<file path="src/sv/hnr_pkg.sv">
`timescale 1ns / 1ps
// ---------------------------------------------------------------------------
// hnr_pkg: shared types and constants
// Payload structs, register map and sizing for the height grid resampler.
// ---------------------------------------------------------------------------
package hnr_pkg;

   // Grid sizing
   localparam int MAX_DIM   = 256;
   localparam int IDX_W     = $clog2(MAX_DIM);     // column or row index bits
   localparam int ADDR_W    = 2 * IDX_W;           // store address bits
   localparam int DIM_W     = 9;                   // src_width / src_height
   localparam int COORD_W   = 10;                  // col / row / target_size
   localparam int DVD_W     = IDX_W + COORD_W;     // divider dividend bits
   localparam int DIV_CNT_W = $clog2(IDX_W);       // divider step counter bits
   localparam int HGT_W     = 16;
   localparam int SAMPLE_W  = 32;

   // Clamp limits for the 16-bit signed height
   localparam logic [23:0] POS_LIMIT = 24'd32767;
   localparam logic [23:0] NEG_LIMIT = 24'd32768;

   // Request modes
   localparam logic MODE_WRITE = 1'b0;
   localparam logic MODE_READ  = 1'b1;

   // Register map (word index)
   localparam logic [1:0] REG_RESIZE_ENABLE = 2'd0;
   localparam logic [1:0] REG_TARGET_SIZE   = 2'd1;
   localparam logic [1:0] REG_SRC_WIDTH     = 2'd2;
   localparam logic [1:0] REG_SRC_HEIGHT    = 2'd3;

   localparam logic [9:0] TARGET_RESET = 10'd257;
   localparam logic [8:0] SRC_RESET    = 9'd256;

   typedef struct packed {
      logic                       mode;
      logic [COORD_W-1:0]         col;
      logic [COORD_W-1:0]         row;
      logic signed [SAMPLE_W-1:0] sample;
   } req_type;

   typedef struct packed {
      logic signed [HGT_W-1:0] height;
      logic                    out_of_range;
   } rsp_type;

endpackage

</file>
<file path="src/sv/hnr_div.sv">
`timescale 1ns / 1ps
// ---------------------------------------------------------------------------
// hnr_div: restoring divider for source index scaling
// Computes dividend / divisor one quotient bit per cycle. The quotient is
// known to fit in IDX_W bits, so the upper dividend bits seed the remainder.
// ---------------------------------------------------------------------------
module hnr_div (
   input  logic                          clock,
   input  logic                          reset,
   input  logic                          start,
   input  logic [hnr_pkg::DVD_W-1:0]     dividend,
   input  logic [hnr_pkg::COORD_W-1:0]   divisor,
   output logic                          done,
   output logic [hnr_pkg::IDX_W-1:0]     quotient
);

   logic                          busy_ff,  busy_in;
   logic                          done_ff,  done_in;
   logic [hnr_pkg::DIV_CNT_W-1:0] cnt_ff,   cnt_in;
   logic [hnr_pkg::COORD_W-1:0]   rem_ff,   rem_in;
   logic [hnr_pkg::IDX_W-1:0]     low_ff,   low_in;
   logic [hnr_pkg::IDX_W-1:0]     quo_ff,   quo_in;
   logic [hnr_pkg::COORD_W-1:0]   dvs_ff,   dvs_in;

   logic [hnr_pkg::COORD_W:0]     trial;
   logic                          fits;

   // One restoring step
   assign trial = {rem_ff, low_ff[hnr_pkg::IDX_W-1]};
   assign fits  = trial >= {1'b0, dvs_ff};

   always_comb begin
      busy_in = busy_ff;
      done_in = 1'b0;
      cnt_in  = cnt_ff;
      rem_in  = rem_ff;
      low_in  = low_ff;
      quo_in  = quo_ff;
      dvs_in  = dvs_ff;
      if (start) begin
         busy_in = 1'b1;
         cnt_in  = hnr_pkg::DIV_CNT_W'(hnr_pkg::IDX_W - 1);
         rem_in  = dividend[hnr_pkg::DVD_W-1 -: hnr_pkg::COORD_W];
         low_in  = dividend[hnr_pkg::IDX_W-1:0];
         dvs_in  = divisor;
      end else if (busy_ff) begin
         rem_in = fits ? hnr_pkg::COORD_W'(trial - {1'b0, dvs_ff})
                       : hnr_pkg::COORD_W'(trial);
         low_in = {low_ff[hnr_pkg::IDX_W-2:0], 1'b0};
         quo_in = {quo_ff[hnr_pkg::IDX_W-2:0], fits};
         cnt_in = cnt_ff - hnr_pkg::DIV_CNT_W'(1);
         if (cnt_ff == '0) begin
            busy_in = 1'b0;
            done_in = 1'b1;
         end
      end
   end

   always_ff @(posedge clock) begin
      if (reset) begin
         busy_ff <= 1'b0;
         done_ff <= 1'b0;
      end else begin
         busy_ff <= busy_in;
         done_ff <= done_in;
      end
      cnt_ff <= cnt_in;
      rem_ff <= rem_in;
      low_ff <= low_in;
      quo_ff <= quo_in;
      dvs_ff <= dvs_in;
   end

   assign done     = done_ff;
   assign quotient = quo_ff;

   // Remainder stays below the divisor while stepping
   a_rem_bound: assert property (@(posedge clock) disable iff (reset)
      busy_ff && !start |-> rem_ff < dvs_ff)
      else $error("divider remainder not below divisor");

   // Done never overlaps an active step
   a_done_idle: assert property (@(posedge clock) disable iff (reset)
      done_ff |-> !busy_ff)
      else $error("divider done while busy");

   // Done follows a running divider
   a_done_src: assert property (@(posedge clock) disable iff (reset)
      done_ff |-> $past(busy_ff))
      else $error("divider done without a run");

endmodule

</file>
<file path="config.mk">
export PLATFORM = sky130hd
export DESIGN_NAME = hnr_div
export DESIGN_NICKNAME = d
export VERILOG_FILES = /design/src/sv/hnr_pkg.sv /design/src/sv/hnr_div.sv
export SDC_FILE = /design/constraint.sdc
export NUM_CORES = 1
export LEC_CHECK = 0
export ABC_AREA = 0
export BUFFER_PORTS_ARGS = -buffer_cell sky130_fd_sc_hd__buf_4
export CAP_MARGIN = 10
export CORE_AREA = 3 3 64 66
export CTS_CLUSTER_DIAMETER = 30
export DETAILED_ROUTE_END_ITERATION = 6
export DIE_AREA = 0 0 67 69
export PLACE_DENSITY = 0.84
export SYNTH_ARGS = -nofsm -noshare
export SYNTH_HDL_FRONTEND = slang
export SYNTH_SLANG_ARGS = --single-unit
</file>
<file path="constraint.sdc">
create_clock -name clock -period 3.8 [get_ports clock]
set_input_delay 0.57 -clock clock [delete_from_list [all_inputs] [get_ports clock]]
set_output_delay 0.57 -clock clock [all_outputs]
set_load 0.005 [all_outputs]
</file>
# Word-level counts from Yosys, hierarchy flattened
# Cells that the tools add are included.
[totals]
regBits = 41
latchBits = 0
ram_bits = 0
rom_bits = 0
input_bits = 31
memories = 0
[classes]
addsub = 2
multipliers = 0
n_div = 0
magnitude_cmp = 1
n_eq_ne = 0
shifts = 0
mux = 9
bitwise_logic = 2
n_reduce_logical = 4
[ops]
columns = ["cell", "n"]
rows = [
  ["two-way mux 10 bit", 3],
  ["two-way mux 8 bit", 2],
  [">= comparator 11 x 10 -> 1 bit", 1],
  ["subtractor 10 bit", 1],
  ["two-way mux 1 bit", 4],
  ["zero test 3 bit", 1],
  ["OR reduction 3 bit", 1],
  ["subtractor 3 x 1 -> 3 bit, second input constant", 1],
  ["NOT 1 bit", 2],
  ["AND reduction 2 bit", 1],
  ["nonzero test 2 bit", 1],
]

# Longest topological paths before layout
[depth]
word_depth = 4
ltp_mapped = 10
depth_no_buf = 9

# Worst setup path after synthesis
# No wires, ideal clock.
[synth_path]
path_type = "register to register"
startpoint = "register rem_ff[3] (netlist bit)"
endpoint = "register rem_ff[1] (netlist bit) (data pin)"
arrival_time_ns = 1.829
required_ns = 3.540
slack_ns = 1.711
stages_incl_launch_ff = 9
synth_period_minus_slack_ns = 2.089
path_cell_list = "edfxtp_1 > ha_1 > o211a_1 > o31ai_2 > a31o_1 > a41o_1 > buf_6 > mux2i_1 > mux2_2"
[synth_between]
elab_chain_cells = 4
[synth_rtl]
columns = ["element", "line_no", "text"]
rows = [
  ["start: declaration", "hnr_div.sv:20", "logic [hnr_pkg::COORD_W-1:0] rem_ff, rem_in;"],
  ["start signal: assignment", "hnr_div.sv:68", "rem_ff <= rem_in;"],
  [">= comparator 11 x 10 -> 1 bit", "hnr_div.sv:30", "assign fits = trial >= {1'b0, dvs_ff};"],
  ["two-way mux 10 bit", "hnr_div.sv:47", "rem_in = fits ? hnr_pkg::COORD_W'(trial - {1'b0, dvs_ff})"],
  ["two-way mux 10 bit", "hnr_div.sv:46", "end else if (busy_ff) begin"],
  ["two-way mux 10 bit", "hnr_div.sv:40", "if (start) begin"],
  ["named net rem_in, one bit", "hnr_div.sv:20", ""],
]
# The timed path passes the listed nets, and every way through them passes these cells. The select of a mux whose other input is x is not followed.
# A chain may end at the register's enable or synchronous reset.

# Final worst setup path
[layout_path]
startpoint = "register dvs_ff[1] (netlist bit)"
endpoint = "register rem_ff[1] (netlist bit) (data pin)"
[layout_between]
elab_chain_cells = 4
elab_cells_between_ends = 5
classes_between = "add/sub: 1; order compare: 1; mux: 3"
[layout_rtl]
columns = ["element", "line_no", "text"]
rows = [
  ["start: declaration", "hnr_div.sv:23", "logic [hnr_pkg::COORD_W-1:0] dvs_ff, dvs_in;"],
  ["start signal: assignment", "hnr_div.sv:71", "dvs_ff <= dvs_in;"],
  ["subtractor 10 bit or >= comparator 11 x 10 -> 1 bit (tied branches)", "hnr_div.sv:47, hnr_div.sv:30", ""],
  ["two-way mux 10 bit *", "hnr_div.sv:47", ""],
  ["two-way mux 10 bit *", "hnr_div.sv:46", ""],
  ["two-way mux 10 bit *", "hnr_div.sv:40", ""],
  ["named net rem_in, one bit", "hnr_div.sv:20", ""],
]
# Mark *: on every way through the listed nets, which the timed path passes. The rest lies on a longest branch. The select of a mux whose other input is x is not followed.

==> tab_implementation.tex <==
\begin{tabular}{lr}
\hline
Metric & Value \\
\hline
\multicolumn{2}{l}{\textbf{Outcome}} \\
\quad Run status & complete, no violations \\
\multicolumn{2}{l}{\textbf{Detailed routing}} \\
\quad Final wirelength & 3650 microns \\
\quad Final ANT Viol Nets & 0 \\
\quad Number of vias after detailed routing & 1,402 \\
\quad Vias/cell & 5.41 \\
\quad Router iterations before antenna repair & 6 \\
\quad Routed length per instance & 14.1 microns \\
\quad Remaining routing DRC violations & 0 \\
\quad First DRT Iteration DRCs & 58 \\
\multicolumn{2}{l}{\textbf{Placement}} \\
\quad Port Buffers & 39 \\
\quad Estimated wirelength of the detail-placed design & 2680 microns \\
\quad Routability Congestion & 0.782 \\
\multicolumn{2}{l}{\textbf{Timing}} \\
\quad Fraction of the cycle the final worst path needs & 70.7\% \\
\quad Final hold vios & 0 \\
\quad Min Hold Slack & 433 ps \\
\quad Max Clock Skew & 7.48 ps \\
\quad Unrepaired setup endpoints after global routing & false \\
\quad Max Freq & 0.372 GHz \\
\quad Worst-case headroom to the max-slew limit & 55.9\% \\
\quad Final Setup Violations & 0 \\
\quad Final slew viol count & 0 \\
\quad Transition time of the tightest slew-check pin & 660 ps \\
\quad Accumulated negative setup slack & 0 ps \\
\quad Final critical-path required period & 2690 ps \\
\multicolumn{2}{l}{\textbf{Clocking}} \\
\quad Clock tree from TritonCTS & yes \\
\quad Quantity of gates resized following cts & 0 \\
\quad Postcts setup bufs & 0 \\
\quad Master cell of the clock root buffer & sky130\_fd\_sc\_hd\_\_clkbuf\_8 \\
\quad Post-CTS Hold Buffers & 0 \\
\quad Cts bufs inserted & 5 \\
\quad Clock-pin slew on the worst setup and hold paths & 70 ps \\
\quad Number of H-tree levels & 2 \\
\quad Maximum buffer depth of the clock tree & 2 \\
\quad Clock sinks & 41 \\
\quad Insertion delay of the later-clocked pin in the worst-skew pair & 290 ps \\
\multicolumn{2}{l}{\textbf{Synth}} \\
\quad Fraction of the yosys area taken by sequential cells & 55.9\% \\
\quad Top cell type's share of synthesized area & 51.1\% \\
\quad Number of enable-type register cells in the synthesized netlist & 36 \\
\quad Post-synth ARST share & 0\% \\
\quad Total nets after synthesis & 215 \\
\quad YS warnings & 0 \\
\quad Average footprint of a synthesized cell & 12.4 sq um \\
\quad Flip-flop cell with the highest count after synthesis & sky130\_fd\_sc\_hd\_\_edfxtp\_1 \\
\quad Unique masters post-synth & 37 \\
\quad Mapped cell area & 0.00211 sq mm \\
\quad Gate Count Post-Synth & 171 \\
\quad FF+latch count, synth & 41 \\
\quad Cell accounting for the most synthesized area & sky130\_fd\_sc\_hd\_\_edfxtp\_1 \\
\quad Dominant cells by area after synthesis & sky130\_fd\_sc\_hd\_\_edfxtp\_1 (51\%), sky130\_fd\_sc\_hd\_\_ha\_1 (7.1\%), sky130\_fd\_sc\_hd\_\_mux2\_2 (4.8\%), sky130\_fd\_sc\_hd\_\_dfxtp\_1 (4.7\%), sky130\_fd\_sc\_hd\_\_inv\_1 (3.0\%) \\
\multicolumn{2}{l}{\textbf{Final layout}} \\
\quad Area occupied by multi-input gates & 828 sq um \\
\quad P\&R area growth vs syn & 20.4\% \\
\quad Final nets & 254 \\
\quad Share of post-route cells with drive strength above 1 & 29.4\% \\
\quad Final-layout fill cell count & 282 \\
\quad Count of inserted antenna diode cells & 0 \\
\quad Area taken by flip-flops and latches & 0.00118 sq mm \\
\multicolumn{2}{l}{\textbf{Worst setup path}} \\
\quad Arrival time of the worst setup path & 2730 ps \\
\quad Path type of the worst setup path & register to register \\
\quad Kind of start point of the critical path & register \\
\quad Reg2reg end & rem\_ff[1] \\
\quad Launch point of the worst reg-to-reg path & dvs\_ff[1] \\
\quad Crit Path Max Fanout & 17 \\
\quad Slowest Stage Delay on Critical Path & 600 ps \\
\quad Reg2Reg Setup Slack & 1110 ps \\
\quad Slowest-stage cell, CP & sky130\_fd\_sc\_hd\_\_a41o\_1 \\
\quad Cells traversed along the worst timing path & inv\_1 -> ha\_1 -> nor2b\_1 -> o31ai\_2 -> a31o\_1 -> a41o\_1 -> mux2i\_1 -> mux2\_2 \\
\quad Required time reported for the critical path endpoint & 3840 ps \\
\quad Category of the worst setup path capture point & register \\
\quad Reg2reg path depth & 8 \\
\multicolumn{2}{l}{\textbf{Global route}} \\
\quad Pin count of the biggest net entering global routing & 50 \\
\quad Aggregate global routing overflow & 0 \\
\quad Via count of the first global-routing pass & 1,370 \\
\quad First-pass GRT wire length & 6070 microns \\
\quad Initial antenna violation count & 0 \\
\quad GRT Total Usage & 17.4\% \\
\multicolumn{2}{l}{\textbf{Floorplan}} \\
\quad Effective utilization at floorplan & 58.2\% \\
\quad Total core area & 0.00363 sq mm \\
\quad Count of standard-cell rows & 22 \\
\quad DIE HEIGHT & 69 microns \\
\quad Number of top-level pins & 40 \\
\quad Width of the chip & 67 microns \\
\quad Die ar. & 0.00462 sq mm \\
\multicolumn{2}{l}{\textbf{Pwr}} \\
\quad VDD IR-drop max & 0.425 mV \\
\quad Power density relative to cell area & 533 mW/mm\^{}2 \\
\quad Lkg Pwr & 1.07 nW \\
\multicolumn{2}{l}{\textbf{Hold path}} \\
\quad Worst Hold End & busy\_ff \\
\quad Cells on Worst Hold Path & 2 \\
\quad Hold Startpoint & reset \\
\quad Min-Delay Path Class & input pin to register \\
\multicolumn{2}{l}{\textbf{Job}} \\
\quad Number of max-cap violations & 0 \\
\hline
\end{tabular}
-- flip-flops by register name, summed over array words and instances, names as in the netlist --
register  flops
dvs_ff       10
busy_ff       1
rem_ff       10
quotient      8
low_ff        8
cnt_ff        3
done          1
-- stage by stage --
| step | instances | area, sq um | setup slack [ps] | total power, mW | util (%) |
|---|---|---|---|---|---|
| after detailed placement | 251 | 2430 | 1130 | 1.01 | 66.8 |
| after CTS | 259 | 2550 | 1120 | 1.37 | 70.1 |
| after global placement | 251 | 2430 | 1270 | 0.981 | 66.8 |
| after global routing | 259 | 2550 | 942 | 1.44 | 70.1 |
| final | 259 | 2550 | 1110 | 1.36 | 70.1 |
| after floorplan | 171 | 2110 | 1710 | 0.926 | - |
-- where the power goes --
part / internal, mW / switching, mW / total, mW / leakage [nW]
sequential: 0.565 / 0.0307 / 0.596 / 0.396
clock: 0.213 / 0.146 / 0.359 / 0.0574
combinational: 0.184 / 0.219 / 0.403 / 0.619
total: 0.962 / 0.396 / 1.36 / 1.07
-- cell families after synthesis --
| kind of cell | after synthesis | synth area share, % |
|---|---|---|
| AO/OA/AOI/OAI | 33 | 12.0 |
| XOR/XNOR | 7 | 2.90 |
| adder cells (fa/ha/maj) | 13 | 8.05 |
| buffers and inverters | 24 | 4.97 |
| flip-flops | 41 | 55.9 |
| multiplexers | 11 | 5.74 |
| AND/OR/NAND/NOR | 42 | 10.5 |
-- layout by cell type, fill, tap and decap left out, types with 3 or more instances in the layout --
cell,synthesis,layout
sky130_fd_sc_hd__o21ai_0,5,5
sky130_fd_sc_hd__nor3_1,4,4
sky130_fd_sc_hd__clkbuf_8,0,6
sky130_fd_sc_hd__xor2_1,4,4
sky130_fd_sc_hd__nor2_1,7,7
sky130_fd_sc_hd__dfxtp_1,5,5
sky130_fd_sc_hd__nand3b_1,4,4
sky130_fd_sc_hd__nand2_1,10,10
sky130_fd_sc_hd__nand2b_1,5,5
sky130_fd_sc_hd__o31ai_2,3,3
sky130_fd_sc_hd__o311ai_1,3,3
sky130_fd_sc_hd__edfxtp_1,36,36
sky130_fd_sc_hd__ha_1,12,12
sky130_fd_sc_hd__xnor2_1,3,3
sky130_fd_sc_hd__buf_4,0,39
sky130_fd_sc_hd__nor2b_1,5,5
sky130_fd_sc_hd__inv_1,17,17
sky130_fd_sc_hd__a21oi_1,8,8
sky130_fd_sc_hd__mux2_2,9,9
-- worst max-delay path, delay by kind of cell, from the launching register on --
family	cells	cell delay [ps]
AND/OR/NAND/NOR	1	150
flip-flops	1	420
AO/OA/AOI/OAI	3	1060
adder cells (fa/ha/maj)	1	240
multiplexers	2	480
buffers and inverters	1	80
-- worst max-delay path by stage --
stage | from | cells past startpoint | to | slack [ps]
2_1_floorplan | rem_ff[3] | 8 | rem_ff[1] | 1710
3_3_place_gp | dvs_ff[1] | 8 | rem_ff[0] | 1270
3_5_place_dp | dvs_ff[1] | 8 | rem_ff[1] | 1130
4_1_cts | dvs_ff[1] | 8 | rem_ff[1] | 1120
5_1_grt | dvs_ff[1] | 8 | rem_ff[1] | 940
6_report | dvs_ff[1] | 8 | rem_ff[1] | 1110
-- cell type report --
type,instances,share of cell area (%)
Timing Repair Buffer,39,11.5
Inverter,17,2.51
Sequential cell,41,46.4
Clock inverter,2,1.47
Tap cell,48,2.36
Clock buffer,6,3.24
Multi-Input combinational cell,106,32.5
-- cells in the mapped netlist, types with 2 or more instances --
library cell and instances:
sky130_fd_sc_hd__o21ai_0 5, sky130_fd_sc_hd__xnor2_1 3, sky130_fd_sc_hd__edfxtp_1 36, sky130_fd_sc_hd__o31ai_2 3
sky130_fd_sc_hd__o211ai_1 2, sky130_fd_sc_hd__xor2_1 4, sky130_fd_sc_hd__dfxtp_1 5, sky130_fd_sc_hd__nor2_1 7
sky130_fd_sc_hd__a22oi_2 2, sky130_fd_sc_hd__nand2b_1 5, sky130_fd_sc_hd__ha_1 12, sky130_fd_sc_hd__nor2b_1 5
sky130_fd_sc_hd__clkbuf_1 5, sky130_fd_sc_hd__nand2_1 10, sky130_fd_sc_hd__a21oi_1 8, sky130_fd_sc_hd__mux2i_1 2
sky130_fd_sc_hd__o311ai_1 3, sky130_fd_sc_hd__inv_1 17, sky130_fd_sc_hd__a211oi_1 2, sky130_fd_sc_hd__buf_6 2
sky130_fd_sc_hd__nor3_1 4, sky130_fd_sc_hd__nand3b_1 4, sky130_fd_sc_hd__mux2_2 9, sky130_fd_sc_hd__nand4_1 2
sky130_fd_sc_hd__and2_1 2
-- layer usage --
layer,track usage (%),wire length (microns),part of all wire [%]
met1,21.1,1530,42
met2,27.8,1820,50
met3,5.05,211,5.8
met4,8.56,85,2.3
met5,0,0,0
Note: power is estimated with default switching activity, not from simulation.
